<file path="config.mk">
export PLATFORM = sky130hd
export DESIGN_NAME = array_linked_list_with_free_list_flat
export DESIGN_NICKNAME = d
export VERILOG_FILES = /design/src/rtl/alfl_pkg.sv /design/src/rtl/alfl_req_if.sv /design/src/rtl/alfl_rsp_if.sv /design/src/rtl/alfl_ram.sv /design/src/rtl/alfl_ctrl.sv /design/src/rtl/alfl_dp.sv /design/src/rtl/array_linked_list_with_free_list.sv /design/src/flat_wrapper.sv
export SDC_FILE = /design/constraint.sdc
export NUM_CORES = 1
export LEC_CHECK = 0
export BUFFER_PORTS_ARGS = -buffer_cell sky130_fd_sc_hd__buf_2
export CAP_MARGIN = 10
export CELL_PAD_IN_SITES_DETAIL_PLACEMENT = 0
export CELL_PAD_IN_SITES_GLOBAL_PLACEMENT = 1
export CORE_MARGIN = 5
export CORE_UTILIZATION = 51
export CTS_CLUSTER_DIAMETER = 100
export CTS_CLUSTER_SIZE = 40
export DETAILED_ROUTE_END_ITERATION = 8
export PLACE_DENSITY = 0.87
export SYNTH_ARGS = -nofsm -noshare
export SYNTH_HDL_FRONTEND = slang
export SYNTH_SLANG_ARGS = --single-unit
</file>
<file path="constraint.sdc">
create_clock -name clk -period 3.45 [get_ports clk]
set_input_delay 0.1725 -clock clk [delete_from_list [all_inputs] [get_ports clk]]
set_output_delay 0.1725 -clock clk [all_outputs]
set_load 0.01 [all_outputs]
</file>
<file path="src/rtl/alfl_pkg.sv">
// Shared constants, command codes and controller/datapath bundles for the
// linked-list node pool. No dependencies.
package alfl_pkg;

	localparam int NODE_COUNT = 16;
	localparam int KEY_BITS   = 32;
	localparam int NODE_W     = 5;
	localparam int KEY_W      = 32;
	localparam int CMD_W      = 2;
	localparam int IDX_W      = $clog2(NODE_COUNT);

	localparam logic [NODE_W-1:0] NULL_NODE = NODE_W'(NODE_COUNT);

	localparam logic [CMD_W-1:0] CMD_CONS   = 2'd0;
	localparam logic [CMD_W-1:0] CMD_UNLINK = 2'd1;
	localparam logic [CMD_W-1:0] CMD_FREE   = 2'd2;

	localparam logic STATUS_OK       = 1'b0;
	localparam logic STATUS_NO_SPACE = 1'b1;

	typedef struct packed {
		logic capture;
		logic rd_cons;
		logic rd_unlink;
		logic do_free;
		logic wr_cons;
		logic wr_tail;
		logic wr_unlink;
		logic load_result;
	} dp_cmd_t;

	typedef struct packed {
		logic [CMD_W-1:0] cmd;
		logic             head_null;
		logic             node_null;
	} dp_status_t;

	function automatic logic is_node(input logic [NODE_W-1:0] v);
		return v < NULL_NODE;
	endfunction

endpackage

</file>
<file path="src/rtl/alfl_req_if.sv">
// Request channel: command, node and key with a valid/ready transfer.
// Depends on alfl_pkg.
interface alfl_req_if;
	import alfl_pkg::*;
	logic                     valid;
	logic                     ready;
	logic [CMD_W-1:0]         command;
	logic [NODE_W-1:0]        node;
	logic signed [KEY_W-1:0]  key_value;

	modport source(output valid, command, node, key_value, input ready);
	modport sink(input valid, command, node, key_value, output ready);
endinterface

</file>
<file path="src/rtl/alfl_rsp_if.sv">
// Result channel: allocated node and status with a valid/ready transfer.
// Depends on alfl_pkg.
interface alfl_rsp_if;
	import alfl_pkg::*;
	logic              valid;
	logic              ready;
	logic [NODE_W-1:0] new_node;
	logic              status;

	modport source(output valid, new_node, status, input ready);
	modport sink(input valid, new_node, status, output ready);
endinterface

</file>
<file path="src/rtl/alfl_ram.sv">
// Generic single-write, single-read RAM with registered read data.
// No dependencies.
module alfl_ram #(
	parameter int WIDTH = 8,
	parameter int DEPTH = 16
) (
	input  logic                     clk,
	input  logic                     we,
	input  logic [$clog2(DEPTH)-1:0] waddr,
	input  logic [WIDTH-1:0]         wdata,
	input  logic [$clog2(DEPTH)-1:0] raddr,
	output logic [WIDTH-1:0]         rdata
);
	logic [WIDTH-1:0] mem_q [DEPTH];

	always_ff @(posedge clk) begin
		if (we) begin
			mem_q[waddr] <= wdata;
		end
		rdata <= mem_q[raddr];
	end
endmodule

</file>
<file path="src/rtl/alfl_ctrl.sv">
// Sequencing state machine for the node pool: steps each command through
// its read and write passes. Depends on alfl_pkg.
module alfl_ctrl (
	input  logic                 clk,
	input  logic                 arst_n,
	input  logic                 in_valid,
	output logic                 in_ready,
	output logic                 out_valid,
	input  logic                 out_ready,
	input  alfl_pkg::dp_status_t stat,
	output alfl_pkg::dp_cmd_t    cmd
);
	import alfl_pkg::*;

	localparam logic [2:0] S_IDLE = 3'd0;
	localparam logic [2:0] S_RD   = 3'd1;
	localparam logic [2:0] S_WR1  = 3'd2;
	localparam logic [2:0] S_WR2  = 3'd3;
	localparam logic [2:0] S_DONE = 3'd4;

	logic [2:0] state_q, state_d;
	logic       out_valid_q;
	logic       slot_free;

	assign in_ready  = (state_q == S_IDLE);
	assign out_valid = out_valid_q;
	assign slot_free = !out_valid_q || out_ready;

	always_comb begin
		state_d = state_q;
		cmd     = '0;
		unique case (state_q)
			S_IDLE: begin
				if (in_valid) begin
					cmd.capture = 1'b1;
					state_d     = S_RD;
				end
			end
			S_RD: begin
				case (stat.cmd)
					CMD_CONS: begin
						cmd.rd_cons = 1'b1;
						state_d     = stat.head_null ? S_DONE : S_WR1;
					end
					CMD_UNLINK: begin
						cmd.rd_unlink = !stat.node_null;
						state_d       = stat.node_null ? S_DONE : S_WR1;
					end
					CMD_FREE: begin
						cmd.do_free = !stat.node_null;
						state_d     = S_DONE;
					end
					default: state_d = S_DONE;
				endcase
			end
			S_WR1: begin
				if (stat.cmd == CMD_CONS) begin
					cmd.wr_cons = 1'b1;
					state_d     = S_WR2;
				end else begin
					cmd.wr_unlink = 1'b1;
					state_d       = S_DONE;
				end
			end
			S_WR2: begin
				// The tail link is written last so a self-tail links to itself.
				cmd.wr_tail = 1'b1;
				state_d     = S_DONE;
			end
			S_DONE: begin
				if (slot_free) begin
					cmd.load_result = 1'b1;
					state_d         = S_IDLE;
				end
			end
			default: state_d = S_IDLE;
		endcase
	end

	always_ff @(posedge clk or negedge arst_n) begin
		if (!arst_n) begin
			state_q     <= S_IDLE;
			out_valid_q <= 1'b0;
		end else begin
			state_q <= state_d;
			if (cmd.load_result) begin
				out_valid_q <= 1'b1;
			end else if (out_ready) begin
				out_valid_q <= 1'b0;
			end
		end
	end

`ifndef ASSERT_OFF
	a_accept_to_rd: assert property (@(posedge clk) disable iff (!arst_n)
		(in_valid && in_ready) |=> (state_q == S_RD))
		else $error("accepted request did not enter the read pass");
	a_load_slot: assert property (@(posedge clk) disable iff (!arst_n)
		cmd.load_result |-> slot_free)
		else $error("result loaded over an untaken result");
	a_empty_pool: assert property (@(posedge clk) disable iff (!arst_n)
		(state_q == S_RD && stat.cmd == CMD_CONS && stat.head_null)
		|=> (state_q == S_DONE))
		else $error("cons on empty pool did not go straight to result");
`endif
endmodule

</file>
<file path="src/rtl/alfl_dp.sv">
// Datapath of the node pool: key, next and prev stores, free-list head,
// command capture and result register. Depends on alfl_pkg and alfl_ram.
module alfl_dp (
	input  logic                          clk,
	input  logic                          arst_n,
	input  alfl_pkg::dp_cmd_t             cmd,
	output alfl_pkg::dp_status_t          stat,
	input  logic [alfl_pkg::CMD_W-1:0]    in_command,
	input  logic [alfl_pkg::NODE_W-1:0]   in_node,
	input  logic signed [alfl_pkg::KEY_W-1:0] in_key,
	output logic [alfl_pkg::NODE_W-1:0]   new_node,
	output logic                          status
);
	import alfl_pkg::*;

	logic [CMD_W-1:0]          cmd_q;
	logic [NODE_W-1:0]         node_q;
	logic signed [KEY_BITS-1:0] key_q;
	logic [NODE_W-1:0]         free_head_q;
	logic [NODE_W-1:0]         x_q;
	logic [NODE_COUNT-1:0]     next_vld_q;
	logic [IDX_W-1:0]          next_raddr_q;
	logic                      next_rvld_q;
	logic [NODE_W-1:0]         new_node_q;
	logic                      status_q;

	logic                      next_we, prev_we;
	logic [IDX_W-1:0]          next_waddr, prev_waddr, next_raddr;
	logic [NODE_W-1:0]         next_wdata, prev_wdata;
	logic [NODE_W-1:0]         next_ram, prev_rd, next_rd;
	logic [IDX_W-1:0]          node_idx, x_idx;
	logic                      cons_ok;

	assign node_idx = node_q[IDX_W-1:0];
	assign x_idx    = x_q[IDX_W-1:0];

	// An entry never written since reset still holds its reset link, i+1.
	assign next_rd = next_rvld_q ? next_ram : (NODE_W'(next_raddr_q) + NODE_W'(1));
	assign next_raddr = cmd.rd_cons ? free_head_q[IDX_W-1:0] : node_idx;

	always_comb begin
		next_we    = 1'b0;
		next_waddr = x_idx;
		next_wdata = NULL_NODE;
		prev_we    = 1'b0;
		prev_waddr = x_idx;
		prev_wdata = is_node(node_q) ? node_q : NULL_NODE;
		if (cmd.do_free) begin
			next_we    = 1'b1;
			next_waddr = node_idx;
			next_wdata = free_head_q;
		end
		if (cmd.wr_cons) begin
			next_we = 1'b1;
			prev_we = 1'b1;
		end
		if (cmd.wr_tail) begin
			next_we    = is_node(node_q);
			next_waddr = node_idx;
			next_wdata = x_q;
		end
		if (cmd.wr_unlink) begin
			next_we    = is_node(prev_rd);
			next_waddr = prev_rd[IDX_W-1:0];
			next_wdata = next_rd;
			prev_we    = is_node(next_rd);
			prev_waddr = next_rd[IDX_W-1:0];
			prev_wdata = prev_rd;
		end
	end

	alfl_ram #(.WIDTH(NODE_W), .DEPTH(NODE_COUNT)) u_next_ram (
		.clk  (clk),
		.we   (next_we),
		.waddr(next_waddr),
		.wdata(next_wdata),
		.raddr(next_raddr),
		.rdata(next_ram)
	);

	alfl_ram #(.WIDTH(NODE_W), .DEPTH(NODE_COUNT)) u_prev_ram (
		.clk  (clk),
		.we   (prev_we),
		.waddr(prev_waddr),
		.wdata(prev_wdata),
		.raddr(node_idx),
		.rdata(prev_rd)
	);

	alfl_ram #(.WIDTH(KEY_BITS), .DEPTH(NODE_COUNT)) u_key_ram (
		.clk  (clk),
		.we   (cmd.wr_cons),
		.waddr(x_idx),
		.wdata(key_q),
		.raddr(x_idx),
		.rdata()
	);

	always_ff @(posedge clk) begin
		if (cmd.capture) begin
			cmd_q  <= in_command;
			node_q <= in_node;
			key_q  <= KEY_BITS'(in_key);
		end
		if (cmd.rd_cons) begin
			x_q <= free_head_q;
		end
		if (cmd.rd_cons || cmd.rd_unlink) begin
			next_raddr_q <= next_raddr;
			next_rvld_q  <= next_vld_q[next_raddr];
		end
		if (cmd.load_result) begin
			new_node_q <= cons_ok ? x_q : NULL_NODE;
			status_q   <= (cmd_q == CMD_CONS && !cons_ok) ? STATUS_NO_SPACE : STATUS_OK;
		end
	end

	always_ff @(posedge clk or negedge arst_n) begin
		if (!arst_n) begin
			free_head_q <= '0;
			next_vld_q  <= '0;
		end else begin
			if (next_we) begin
				next_vld_q[next_waddr] <= 1'b1;
			end
			if (cmd.do_free) begin
				free_head_q <= node_q;
			end else if (cmd.wr_cons) begin
				free_head_q <= next_rd;
			end
		end
	end

	assign cons_ok        = (cmd_q == CMD_CONS) && is_node(x_q);
	assign stat.cmd       = cmd_q;
	assign stat.head_null = !is_node(free_head_q);
	assign stat.node_null = !is_node(node_q);
	assign new_node       = new_node_q;
	assign status         = status_q;

`ifndef ASSERT_OFF
	a_free_head: assert property (@(posedge clk) disable iff (!arst_n)
		cmd.do_free |=> (free_head_q == $past(node_q)))
		else $error("free did not push the node onto the free list");
	a_cons_node: assert property (@(posedge clk) disable iff (!arst_n)
		(cmd.wr_cons || cmd.wr_tail) |-> is_node(x_q))
		else $error("cons writing with no allocated node");
	a_free_valid: assert property (@(posedge clk) disable iff (!arst_n)
		cmd.do_free |-> is_node(node_q))
		else $error("free issued for a null node");
`endif
endmodule

</file>
<file path="src/rtl/array_linked_list_with_free_list.sv">
// Top level of the doubly linked node pool with free list.
// Cons runs the read pass and two write passes, unlink the read pass and one write
// pass; free, a cons on an empty pool and null or unused commands the read pass only.
// All end in the result step, and one command is in flight at a time: no new request
// is taken until that step loads its result, which waits while a result is untaken.
// Reset (arst_n low) chains all nodes into the free list at once via per-entry
// valid bits on the next store; a request can be taken as soon as reset is released.
module array_linked_list_with_free_list (
	input logic       clk,
	input logic       arst_n,
	alfl_req_if.sink  request,
	alfl_rsp_if.source result
);
	import alfl_pkg::*;

	dp_cmd_t    cmd;
	dp_status_t stat;

	alfl_ctrl u_ctrl (
		.clk      (clk),
		.arst_n   (arst_n),
		.in_valid (request.valid),
		.in_ready (request.ready),
		.out_valid(result.valid),
		.out_ready(result.ready),
		.stat     (stat),
		.cmd      (cmd)
	);

	alfl_dp u_dp (
		.clk       (clk),
		.arst_n    (arst_n),
		.cmd       (cmd),
		.stat      (stat),
		.in_command(request.command),
		.in_node   (request.node),
		.in_key    (request.key_value),
		.new_node  (result.new_node),
		.status    (result.status)
	);
endmodule
</file>
<file path="src/flat_wrapper.sv">
// flat-port wrapper written by rule: the top's interface ports become plain ports
module array_linked_list_with_free_list_flat import alfl_pkg::*;
  (clk, arst_n, request_valid, request_command, request_node, request_key_value, request_ready, result_valid, result_new_node, result_status, result_ready);
  alfl_req_if request_i ();
  alfl_rsp_if result_i ();
  input logic clk;
  input logic arst_n;
  input wire logic [$bits(request_i.valid)-1:0] request_valid;
  input wire logic [$bits(request_i.command)-1:0] request_command;
  input wire logic [$bits(request_i.node)-1:0] request_node;
  input wire logic [$bits(request_i.key_value)-1:0] request_key_value;
  output wire logic [$bits(request_i.ready)-1:0] request_ready;
  output wire logic [$bits(result_i.valid)-1:0] result_valid;
  output wire logic [$bits(result_i.new_node)-1:0] result_new_node;
  output wire logic [$bits(result_i.status)-1:0] result_status;
  input wire logic [$bits(result_i.ready)-1:0] result_ready;
  assign request_i.valid = request_valid;
  assign request_i.command = request_command;
  assign request_i.node = request_node;
  assign request_i.key_value = request_key_value;
  assign request_ready = request_i.ready;
  assign result_valid = result_i.valid;
  assign result_new_node = result_i.new_node;
  assign result_status = result_i.status;
  assign result_i.ready = result_ready;
  array_linked_list_with_free_list u_core (.clk(clk), .arst_n(arst_n), .request(request_i), .result(result_i));
endmodule
</file>
==> summary.md <==
| Metric | Value |
|---|---|
| Status | `completed` |
| Worst VDD drop | `0.3543 mV` |
| Cell count after placement | `820` |
| Clock root cell | `clkbuf_16` |
| Critical path, cell by cell | `or3b_2, or4b_2, o22ai_1, nand2_1, nor2_1` |
| Die H | `142.8 um` |
| RSZ-0062 raised after global routing | `no` |
| Initial antenna violation count | `0` |
| R2r endpoint | `u_core.u_dp.u_prev_ram.mem_q[14][1]` |
| Post-CTS setup buffers | `0` |
| Post-Syn Nets | `626` |
| Crit-path slowest cell | `or4b_2` |
| Grt ovf | `0` |
| Num CTS Buffers | `9` |
| Placer congestion estimate | `0.8845` |
| Worst hold margin | `0.1991 ns` |
| Fmax | `0.3220 GHz` |
| Worst-Skew Late Latency | `0.48 ns` |
| Number of port buffers | `18` |
| Startpoint Class | `flop` |
| Area growth, synth to finish | `8.911%` |
| Post-synthesis sequential area ratio | `0.7023` |
| Post-synthesis register bit count | `218` |
| Final Instance Count excl. Fillers | `843` |
| Clock skew | `0.02601 ns` |
| Worst EP arrival | `3.22 ns` |
| Min-delay worst type | `in2async` |
| Synth warn | `0` |
| Synth cell types | `57` |
| Core Area | `17300 um^2` |
| Post-Syn Instances | `582` |
| FF-to-FF path depth | `5` |
| Final ANT Viol Nets | `0` |
| Pwr/cell area | `653.4 nW/um^2` |
| R2R Path Start | `u_core.u_ctrl.state_q[1]` |
| Static Leak | `3.373 nW` |
| Top FF cell, synth | `edfxtp_1` |
| Fill cells | `1320` |
| CTS tree | `built` |
| Wire length per cell | `22.68 um` |
| Syn Area/Cell | `15.46 um^2` |
| CP endpoint kind | `flop` |
| Worst-path clk slew | `0.14 ns` |
| Num Clock Sinks | `218` |
| Full die area | `20400 um^2` |
| Worst-path fanout max | `13` |
| Worst relative slew slack | `0.5045` |
| FF/Latch Area | `6321 um^2` |
| Final hold viol count | `0` |
| CTS max path bufs | `3` |
| CP Class | `reg2reg` |
| Number of diodes | `0` |
| Post-route clock period utilization | `0.9003` |
| Hpwl dp | `13350 um` |
| Pin count of the biggest net entering global routing | `41` |
| Io pins | `51` |
| Final nets | `660` |
| Max-slew violation total from the final report | `0` |
| DIE WIDTH | `142.8 um` |
| Number of global-route vias before repair | `5345` |
| TritonRoute pass-1 iters | `5` |
| Overall Global Routing Usage | `0.1916` |
| Area of the multi-input gates | `2519 um^2` |
| H-tree depth | `1` |
| First-pass GRT wire length | `30110 um` |
| Worst-margin pin slew | `0.7355 ns` |
| Worst path required time | `3.56 ns` |
| Async SR Flop Fraction | `0.1147` |
| Residual DRC | `0` |
| Final setup vio count | `0` |
| Number of synthesized flops with an enable pin | `183` |
| Avg Vias per Cell | `6.206` |
| Worst setup path startpoint | `u_core.u_ctrl.state_q[1]` |
| Vias | `5232` |
| Reg2reg setup slack | `0.34 ns` |
| Share of cells above drive strength 1 | `0.1521` |
| CP peak stage delay | `0.66 ns` |
| Setup crit end | `u_core.u_dp.u_prev_ram.mem_q[14][1]` |
| Initial drt markers | `425` |
| Post-Synthesis Cell Area | `9000 um^2` |
| Starting Density | `0.5203` |
| Final Routed Wirelength | `19120 um` |
| Setup_tns | `0 ns` |
| Num rows | `48` |
| Max Cap Violations | `0` |
| Final min period | `3.106 ns` |
-- power by group --
group,internal [mW],switching [mW]
logic,0.587,0.890
clock network,0.641,0.739
registers,3.28,0.268
-- worst max-delay path, delay by kind of cell (launching register included) --
family	cells	cell delay (ns)
AO/OA/AOI/OAI	1	0.27
flip-flops	1	0.63
AND/OR/NAND/NOR	4	1.84
-- cells in the mapped netlist (7+ instances only) --
library cell / number / share of area
or2_2: 8 / 0.0056
a22oi_1: 7 / 0.0058
o22ai_1: 17 / 0.012
nand2b_1: 8 / 0.0056
dfxtp_1: 10 / 0.022
nor3_1: 13 / 0.0072
mux4_2: 26 / 0.065
a31oi_1: 8 / 0.0056
mux2i_1: 34 / 0.038
nand3_1: 7 / 0.0039
and3_1: 8 / 0.0056
nand2_1: 35 / 0.015
a221o_1: 8 / 0.0089
o21ai_0: 20 / 0.011
clkbuf_1: 12 / 0.0050
inv_1: 12 / 0.0050
edfxtp_1: 183 / 0.61
nor2_1: 42 / 0.018
a21oi_1: 11 / 0.0061
dfrtp_1: 25 / 0.070
o21bai_1: 8 / 0.0067
-- metal layers --
layer,up-vias,wire length (um),global-route usage
met1,2610,7879,0.2557
met4,0,726,0.06453
li1,2347,-,-
met5,-,0,0
met2,221,9418,0.3276
met3,54,1091,0.02478
-- sequential cells by signal (all words and copies together) (netlist names), 5 cells and up --
| name | count |
|---|---|
| u_core.u_dp.new_node | 5 |
| u_core.u_dp.next_vld_q | 16 |
| u_core.u_dp.node_q | 5 |
| u_core.u_dp.u_next_ram.rdata | 5 |
| u_core.u_dp.u_prev_ram.mem_q | 80 |
| u_core.u_dp.u_prev_ram.rdata | 5 |
| u_core.u_dp.free_head_q | 5 |
| u_core.u_dp.u_next_ram.mem_q | 80 |
| u_core.u_dp.x_q | 5 |
-- cell usage in the layout (no fill, tap or decap), drive strengths merged, types with 9 or more instances in the layout --
cell         count
edfxtp         183
nor2            42
nand2           37
buf             36
mux2i           34
mux4            26
dfrtp           25
o21ai           22
o22ai           17
inv             15
nor3            13
a21oi           11
dlygate4sd3     10
dfxtp           10
clkbuf           9
or2              9
-- area by class of cell --
class / count / area share
Clock buffer: 9 / 0.02298
Clock inverter: 4 / 0.007914
Inverter: 14 / 0.005361
Multi-Input combinational cell: 327 / 0.2570
Sequential cell: 218 / 0.6449
Tap cell: 225 / 0.02872
Timing Repair Buffer: 46 / 0.03319
-- cell families after synthesis --
group                      Yosys count  share of synthesized area
AOI/OAI and AO/OA                  111                    0.08481
xor gates and xnor gates             2                   0.001947
adders and majority gates            1                   0.001390
buffers and inverters               37                    0.01835
DFF                                218                     0.7023
muxes                               60                     0.1029
and+or+nand+nor                    153                    0.08828
-- timing repair --
item | CTS | global route
resized for setup | 0 | 2
endpoints found under the hold margin | 34 | 0
endpoints found under the setup margin | 0 | 15
hold buffers | 10 | 0
-- metrics by stage --
step | worst slack [ns] | util | area (um^2) | total power, mW
after detailed placement | 0.3664 | 0.5431 | 9394 | 5.052
after global routing | 0.1373 | 0.5667 | 9802 | 6.673
after global placement | 0.4639 | 0.5431 | 9394 | 4.983
after CTS | 0.3181 | 0.5664 | 9797 | 6.412
after floorplan | 0.9601 | - | 9000 | 4.556
final | 0.3440 | 0.5667 | 9802 | 6.404
-- how the worst min path moves through the flow --
stage	start	slack, ns	endpoint	cells after the start
2_1_floorplan	arst_n	-0.12	u_core.u_ctrl.out_valid	0
3_3_place_gp	arst_n	0.19	u_core.u_dp.free_head_q[2]	1
3_5_place_dp	arst_n	0.20	u_core.u_dp.free_head_q[2]	1
4_1_cts	arst_n	0.24	u_core.u_ctrl.state_q[2]	2
5_1_grt	arst_n	0.27	u_core.u_ctrl.state_q[2]	2
6_report	arst_n	0.20	u_core.u_dp.free_head_q[4]	2
Power figures use the tool's default switching activity.
